--- config.mk ---
export PLATFORM = sky130hd
export DESIGN_NAME = lsc_radius
export DESIGN_NICKNAME = d
export VERILOG_FILES = /design/src/hw/rtl/lsc_pkg.sv /design/src/hw/rtl/lsc_radius.sv
export SDC_FILE = /design/constraint.sdc
export NUM_CORES = 1
export LEC_CHECK = 0
export CORE_MARGIN = 2
export CORE_UTILIZATION = 55
export CTS_BUF_LIST = sky130_fd_sc_hd__clkbuf_2 sky130_fd_sc_hd__clkbuf_4 sky130_fd_sc_hd__clkbuf_8
export DETAILED_ROUTE_END_ITERATION = 16
export DONT_BUFFER_PORTS = 1
export PLACE_DENSITY = 0.72
export SLEW_MARGIN = 25
export SYNTH_ARGS = -nofsm -noshare
export SYNTH_HDL_FRONTEND = slang
export SYNTH_SLANG_ARGS = --single-unit
--- constraint.sdc ---
create_clock -name clk -period 11.75 [get_ports clk]
set_input_delay 0.5875 -clock clk [delete_from_list [all_inputs] [get_ports clk]]
set_output_delay 0.5875 -clock clk [all_outputs]
set_load 0.03 [all_outputs]
--- src/hw/rtl/lsc_pkg.sv ---
// ----------------------------------------------------------------------------
// lsc_pkg
// shared types and constants of the lens shading correction pipeline
// ----------------------------------------------------------------------------
package lsc_pkg;

  localparam int MaxDimension = 4096;
  localparam int DimW         = 13;   // frame size register width
  localparam int PosW         = 12;   // pixel position width
  localparam int SampleW      = 8;
  localparam int CoefW        = 64;
  localparam int RadW         = 25;   // squared distance width
  localparam int AccW         = 130;  // wide two's complement accumulator
  localparam int DivW         = 128;  // unsigned divider width
  localparam int QuotW        = 8;
  localparam int CfgIdxW      = 3;

  typedef enum logic [CfgIdxW-1:0] {
    RegFrameWidth  = 3'd0,
    RegFrameHeight = 3'd1,
    RegCoefLinear  = 3'd2,
    RegCoefSquare  = 3'd3,
    RegCoefConst   = 3'd4
  } cfg_reg_t;

  typedef struct packed {
    logic [SampleW-1:0] pixel_sample;
    logic [PosW-1:0]    pixel_column;
    logic [PosW-1:0]    pixel_row;
  } pix_in_t;

  typedef struct packed {
    logic [SampleW-1:0] corrected_sample;
    logic               denominator_bad;
  } pix_out_t;

  typedef struct packed {
    logic [SampleW-1:0] p;
    logic [RadW-1:0]    r;
  } rad_t;

  typedef struct packed {
    logic            x_neg;
    logic [DivW-1:0] x_mag;
    logic [DivW-1:0] y;
    logic            bad;
    logic            zero;
    logic            pnz;
  } den_t;

endpackage

--- src/hw/rtl/lsc_radius.sv ---
// ----------------------------------------------------------------------------
// lsc_radius
// squared distance of the pixel to the frame centre, three stages
// ----------------------------------------------------------------------------
module lsc_radius import lsc_pkg::*; (
  input  logic            clk,
  input  logic            rst,
  input  logic [DimW-1:0] frame_width,
  input  logic [DimW-1:0] frame_height,
  input  logic            in_valid,
  output logic            in_stall,
  input  pix_in_t         in_data,
  output logic            out_valid,
  input  logic            out_stall,
  output rad_t            out_data
);

  localparam int N = 3;

  logic [N-1:0]           v;
  logic [N:0]             adv;
  logic [DimW-1:0]        fw_sat, fh_sat;
  logic [DimW-1:0]        cx, cy;
  logic signed [DimW-1:0] dx, dy;
  logic [RadW-2:0]        sqx, sqy;
  logic [RadW-1:0]        r;
  logic [SampleW-1:0]     p0, p1, p2;
  logic signed [2*DimW-1:0] mx, my;

  always_comb begin
    adv[N] = !out_stall;
    for (int i = N - 1; i >= 0; i--) begin
      adv[i] = !v[i] || adv[i+1];
    end
  end

  assign in_stall = !adv[0];
  assign fw_sat = (frame_width > DimW'(MaxDimension)) ? DimW'(MaxDimension) : frame_width;
  assign fh_sat = (frame_height > DimW'(MaxDimension)) ? DimW'(MaxDimension) : frame_height;
  assign cx = fw_sat >> 1;
  assign cy = fh_sat >> 1;
  assign mx = dx * dx;
  assign my = dy * dy;

  always_ff @(posedge clk) begin
    if (rst) begin
      v <= '0;
    end else begin
      for (int i = 0; i < N; i++) begin
        if (adv[i]) begin
          v[i] <= (i == 0) ? in_valid : v[i-1];
        end
      end
    end
  end

  always_ff @(posedge clk) begin
    if (adv[0]) begin
      dx <= $signed({1'b0, in_data.pixel_column}) - $signed(cx);
      dy <= $signed({1'b0, in_data.pixel_row}) - $signed(cy);
      p0 <= in_data.pixel_sample;
    end
    if (adv[1]) begin
      sqx <= mx[RadW-2:0];
      sqy <= my[RadW-2:0];
      p1  <= p0;
    end
    if (adv[2]) begin
      r  <= {1'b0, sqx} + {1'b0, sqy};
      p2 <= p1;
    end
  end

  assign out_valid  = v[N-1];
  assign out_data.p = p2;
  assign out_data.r = r;

endmodule

==> results of run 1 <==
[flip-flops by register name, summed over array words and instances (netlist names), 8 cells and up]
name	count
r	25
sqx	23
sqy	23
dx	13
dy	13
p0	8
p1	8
p2	8
[synthesized netlist by cell type (all sizes together), types with 2 or more instances]
master     n  share of area
inv      312          0.072
o41ai      3         0.0021
a211oi    12         0.0069
nand3     13         0.0040
a21o      19         0.0088
nor3b      3         0.0014
and2      41          0.016
fa       262           0.32
a31o       3         0.0016
a21bo      3         0.0018
and3       9         0.0035
a31oi      4         0.0015
o21ai     31          0.010
a21boi     4         0.0018
nor3      11         0.0034
mux2i      2         0.0012
clkbuf    33         0.0076
nand2b    10         0.0038
o31ai      2        0.00092
edfxtp   121           0.22
o2bb2ai    2         0.0011
nand2    144          0.033
nand4      2        0.00077
a21oi     48          0.015
o21a      18         0.0083
or2        5         0.0019
xnor2     77          0.041
xor2      26          0.014
nor2b     28          0.011
ha       190           0.15
a41o       3         0.0018
dfxtp      3         0.0037
a221oi     2         0.0011
a311oi     2         0.0011
o21bai     6         0.0028
a2111oi    2         0.0015
nor2      69          0.016
[cell type report]
type	count	share of cell area
Inverter	312	0.0687
Clock inverter	14	0.00785
Sequential cell	124	0.217
Multi-Input combinational cell	1068	0.663
Clock buffer	18	0.0142
Timing Repair Buffer	3	0.00132
Tap cell	390	0.0286
[routing by layer]
layer	routed length (um)	track usage	vias up	part of all wire
met5	0	0	-	0
met3	1780	0.0469	47	0.058
met1	12800	0.275	5189	0.42
met4	745	0.0579	0	0.024
met2	15300	0.380	250	0.50
li1	-	-	4876	-
[worst paths after layout]
| path | endpoint | slack [ns] | cells after the start |
|---|---|---|---|
| worst max register to register | sqy[23]$_DFFE_PP_ | 5.52 | 15 |
| worst max-delay path | sqy[23]$_DFFE_PP_ | 5.52 | 15 |
| worst min register to register | p2[1]$_DFFE_PP_ | 0.42 | 0 |
| worst min-delay path | v[1]$_SDFFE_PP0P_ | 0.21 | 1 |
[layout by cell type, fill, tap and decap left out, types with 9 or more instances in the layout]
cell type	instances
inv_1	311
fa_1	262
ha_1	190
nand2_1	143
edfxtp_1	121
xnor2_1	77
nor2_1	69
a21oi_1	47
and2_1	41
nor2b_1	28
xor2_1	26
o21ai_0	21
a21o_1	19
o21a_1	18
clkbuf_8	17
nand3_1	13
nor3_1	11
nand2b_1	10
and3_1	9
a211oi_1	9
[worst max-delay path, delay by kind of cell (launching register included)]
| family | cells | cell delay [ns] |
|---|---|---|
| adders and majority gates | 7 | 3.39 |
| AOI/OAI and AO/OA | 5 | 1.26 |
| DFF | 1 | 0.82 |
| and+or+nand+nor | 1 | 0.21 |
| buffers and inverters | 1 | 0.19 |
| xor gates and xnor gates | 1 | 0.09 |
[through the flow]
stage                util  hold slack [ns]  std cells
finish              0.580            0.215       1929
global route        0.580            0.172       1929
CTS                 0.580            0.180       1929
detailed placement  0.567            0.407       1897
global placement    0.567            0.402       1897
floorplan               -            0.400       1538
[cell families after synthesis]
family,synth area share
and+or+nand+nor,0.0961
DFF,0.227
AOI/OAI and AO/OA,0.0732
adders and majority gates,0.468
xor gates and xnor gates,0.0554
buffers and inverters,0.0797
muxes,0.00123
==> flow_summary.toml, run 1 <==
[outcome]
outcome = "complete, no violations"

[finish]
multi_input_area_sq_mm = 0.0113
syn2layout_area_growth_pct = 4.68
postLayoutCellArea_sq_mm = 0.0171
antennaDiodeCount = 0
fill_cells = 2417
final-seq-area_sq_mm = 0.00369
drive_above_1_share = 0.0364
layout.nets = 2040

[timing]
fin_crit_ns = 6.23
tns_ns = 0
grt_setup_unrepaired = "false"
maxSlewHeadroom = 0.379
final_hold_viol_count = 0
clock.fmax_mhz = 161
setup_ws_ns = 5.52
drv_slew = 0
tightest_slew_ns = 0.931
finalClockSkew_ns = 0.0118
timing.final.crit_share = 0.530
setup_viol = 0

[detailed_routing]
routed_wl_um = 30700
wl_per_cell_um = 15.9
drc_errors = 0
dr.pass1.iters = 5
vias_per_cell = 5.37
final_antenna_net_count = 0
drt-initial-drc-count = 580
via_count = 10400

[critical_path]
crit_path_end_kind = "flop"
critPathSlowestCell = "edfxtp_1"
crit_top_cell = "fa_1"
slowest_delay_ns = 0.82
start_kind = "flop"
crit_arrival_ns = 6.41
crit_required_ns = 11.93
cp_max_fo = 18
path_class = "flop to flop"
crit_chain = "nand2_1, fa_1, fa_1, inv_1, fa_1, fa_1, fa_1, ha_1, ha_1, a21o_1, a21o_1, a2111oi_0, o21ai_1, a31oi_1, xnor2_1"
r2r-start = "dy[1]$_DFFE_PN_"
startpoint = "dy[1]$_DFFE_PN_"

[floorplanning]
die_h_um = 176
ioPinCount = 97
die-area_sq_mm = 0.0310
dieWidth_um = 176
coreArea_sq_mm = 0.0294
std_cell_rows = 63
start_util = 0.554

[clock_tree]
cts_tree = "yes"
htreeDepth = 4
cts_buffers = 17
ctsHoldBuffers = 0
clock_path_buffers = 2
cts-root-buf = "clkbuf_8"
post_cts_buffers = 0
cts-resized-gates = 0
cts_sinks = 124
clk_latency_ns = 0.43
cts.clk_slew.worst_paths_ns = 0.08

[synthesis]
synthFlopType = "edfxtp_1"
ys_types = 60
yosysSeqAreaShare = 0.227
syn-num-nets = 2052
synth_edf_count = 121
synthCells = 1538
synthArstFlopShare = 0
ys.warnings.count = 0
synth.avg_cell_area_sq_um = 10.6
ys_ff_latch = 124
syn_area_sq_mm = 0.0163

[global_routing]
gr-total-overflow = 0
grt_max_degree = 55
antenna_found_initial = 0
grt_pass1_wl_um = 53600
grt_usage = 0.217
grt_pass1_vias = 11600

[hold_path]
min_path_type = "input pin to flop"
hp-start = "rst"

[job]
drv_cap = 0

[placed_design]
place_area_sq_mm = 0.0167
numPortBuffers = 0
hpwlAfterDp_um = 25400
gp_congestion = 0.859
pre_cts_slack_ns = 5.54
Power of run 1 is left out: the tool's default activity adds up to more than one toggle a clock period on the data nets, which glitch-free logic cannot reach.
==> inputs of run 2 (changes only) <==
--- a/config.mk
+++ b/config.mk
@@ -5,6 +5,7 @@
 export SDC_FILE = /design/constraint.sdc
 export NUM_CORES = 1
 export LEC_CHECK = 0
+export ABC_AREA = 1
 export CORE_MARGIN = 2
 export CORE_UTILIZATION = 55
 export CTS_BUF_LIST = sky130_fd_sc_hd__clkbuf_2 sky130_fd_sc_hd__clkbuf_4 sky130_fd_sc_hd__clkbuf_8
==> constraint.sdc (replaced) <==
create_clock -name clk -period 5.9 [get_ports clk]
set_input_delay 0.295 -clock clk [delete_from_list [all_inputs] [get_ports clk]]
set_output_delay 0.295 -clock clk [all_outputs]
set_load 0.03 [all_outputs]
==> run 2 against run 1 <==
- flip-flop and latch count unchanged
- first-iteration DRC count increased by 26%
- cell area increased by 11%
- worst setup slack got worse by 5.1 ns
- clock skew increased by 0.0061 ns
- count of clock-buffer cells in the layout decreased by 1
- register-to-register slack got worse by 5.1 ns
- critical path type unchanged
==> flow_summary.toml, run 2 <==
[timing]
maxSlewHeadroom = 0.414
tightest_slew_ns = 0.876
tns_ns = 0
drv_slew = 0
fin_crit_ns = 5.52
clock.fmax_mhz = 181
finalClockSkew_ns = 0.0178
setup_viol = 0
grt_setup_unrepaired = "false"
final_hold_viol_count = 0
timing.final.crit_share = 0.935

[clock_tree]
htreeDepth = 4
cts_sinks = 124
cts_buffers = 17
clk_latency_ns = 0.47
clock_path_buffers = 2
cts_tree = "yes"
cts.clk_slew.worst_paths_ns = 0.09
cts-root-buf = "clkbuf_8"

[detailed_routing]
drc_errors = 0
drt-initial-drc-count = 729
vias_per_cell = 5.22
wl_per_cell_um = 15.4
dr.pass1.iters = 5
final_antenna_net_count = 0
routed_wl_um = 38000
via_count = 12900

[synthesis]
synthArstFlopShare = 0
yosys.area.top_type = "fa_1"
syn_area_sq_mm = 0.0178
yosysSeqAreaShare = 0.207
synth.avg_cell_area_sq_um = 8.77
syn-num-nets = 2543
ys_ff_latch = 124
netlist.area_leader.share = 0.295
yosys-top-cells-count = "nand2_1, inv_1, fa_1"
synthTopCellsByArea = "fa_1, edfxtp_1, ha_1"
ys.warnings.count = 0
yosys.cell_count.top_type = "nand2_1"
synthFlopType = "edfxtp_1"
synth_edf_count = 121
synthCells = 2029
ys_types = 39

[placed_design]
hpwlAfterDp_um = 32100
gp_congestion = 0.911
numPortBuffers = 0
place_area_sq_mm = 0.0183

[finish]
most-common-layout-cells = "nand2_1, inv_1, fa_1"
reg_top3 = "r x25, sqx x23, sqy x23"
largest_reg_flops = 25
largest_register = "r"
drive_above_1_share = 0.0518
syn2layout_area_growth_pct = 5.90
layout.nets = 2565
layout_commonest_cell = "nand2_1"
postLayoutCellArea_sq_mm = 0.0189
antennaDiodeCount = 0

[critical_path]
r2r_end = "sqy[22]$_DFFE_PP_"
crit_path_end_kind = "flop"
crit_required_ns = 6.14
start_kind = "flop"
r2r-start = "dy[4]$_DFFE_PN_"
path_class = "flop to flop"
cp_max_fo = 13
reg2reg_setup_slack_ns = 0.38
rr_worst_depth = 18
crit_arrival_ns = 5.76

[global_routing]
antenna_found_initial = 0
grt_busiest_layer = "met2"
grt_util_met2 = 0.409
grt_max_degree = 56
gr-total-overflow = 0
use_met1 = 0.321
grtUsageMet3 = 0.0499
grt_usage = 0.240
grt_pass1_wl_um = 64300
grt_pass1_vias = 13300

[outcome]
outcome = "complete, no violations"

[hold_path]
holdPathStages = 3
min_path_type = "input pin to flop"
hp-start = "in_data[0]"
holdPathEnd = "dy[0]$_DFFE_PN_"

[floorplanning]
ioPinCount = 97
std_cell_rows = 65
die_h_um = 184
start_util = 0.561
coreArea_sq_mm = 0.0317
dieWidth_um = 184
die-area_sq_mm = 0.0338

[job]
drv_cap = 0
-- run 2: worst max path at each step --
stage	end	slack, ns	startpoint
floorplan	sqx[23]$_DFFE_PP_	0.59	dx[12]$_DFFE_PN_
global placement	sqx[22]$_DFFE_PP_	0.32	dx[3]$_DFFE_PN_
detailed placement	sqx[22]$_DFFE_PP_	0.29	dx[3]$_DFFE_PN_
CTS	sqx[22]$_DFFE_PP_	0.24	dx[3]$_DFFE_PN_
global route	sqy[23]$_DFFE_PP_	0.03	dy[12]$_DFFE_PN_
finish	sqy[22]$_DFFE_PP_	0.38	dy[4]$_DFFE_PN_
-- run 2: metrics by stage --
stage	hold slack (ns)	cells	worst slack, ns	util
after floorplan	0.364	2029	0.592	-
after global placement	0.366	2417	0.323	0.577
after detailed placement	0.370	2417	0.291	0.577
after CTS	0.182	2459	0.243	0.593
after global routing	0.195	2466	0.0264	0.594
final	0.214	2466	0.385	0.594
-- run 2: repair_timing --
action | 4_1_cts | 5_1_grt
resized for setup | 0 | 0
hold buffers | 10 | 0
setup buffers | 0 | 7
endpoints found under the hold margin | 11 | 0
setup endpoints to repair | 0 | 2
-- run 2: kinds of logic after synthesis --
logic type / after synthesis / share of synthesized area
compound gates: 161 / 0.0533
xor+xnor: 76 / 0.0374
fa+ha+maj: 452 / 0.428
buf+inv: 496 / 0.105
flops: 124 / 0.207
simple gates: 720 / 0.169
-- run 2: layer usage --
| metal | share of wire | wire length (um) |
|---|---|---|
| met3 | 0.060 | 2270 |
| met2 | 0.48 | 18300 |
| met1 | 0.44 | 16800 |
| met4 | 0.014 | 534 |
| met5 | 0 | 0 |
-- run 2: area by class of cell --
type / instances / area [sq um]
inverter: 467 / 1750
sequential: 124 / 3690
timing repair buffer: 32 / 265
fill: 2735 / 12900
clock inverter: 15 / 156
multi-input combinational: 1409 / 12200
tap: 402 / 503
clock buffer: 17 / 234
-- run 2: critical path, stage by stage, from the launching register on --
cell and delay (ns):
edfxtp_1 0.76, nand2_1 0.26, fa_1 0.63, inv_1 0.14, fa_1 0.50, inv_1 0.05, fa_1 0.53, inv_1 0.05
fa_1 0.47, inv_1 0.05, fa_1 0.47, inv_1 0.04, ha_1 0.26, ha_1 0.36, nand2_1 0.11, nor3_1 0.26
nand4_1 0.17, nand4_1 0.12, nand2_1 0.05
Power of run 2 is left out for the same reason.
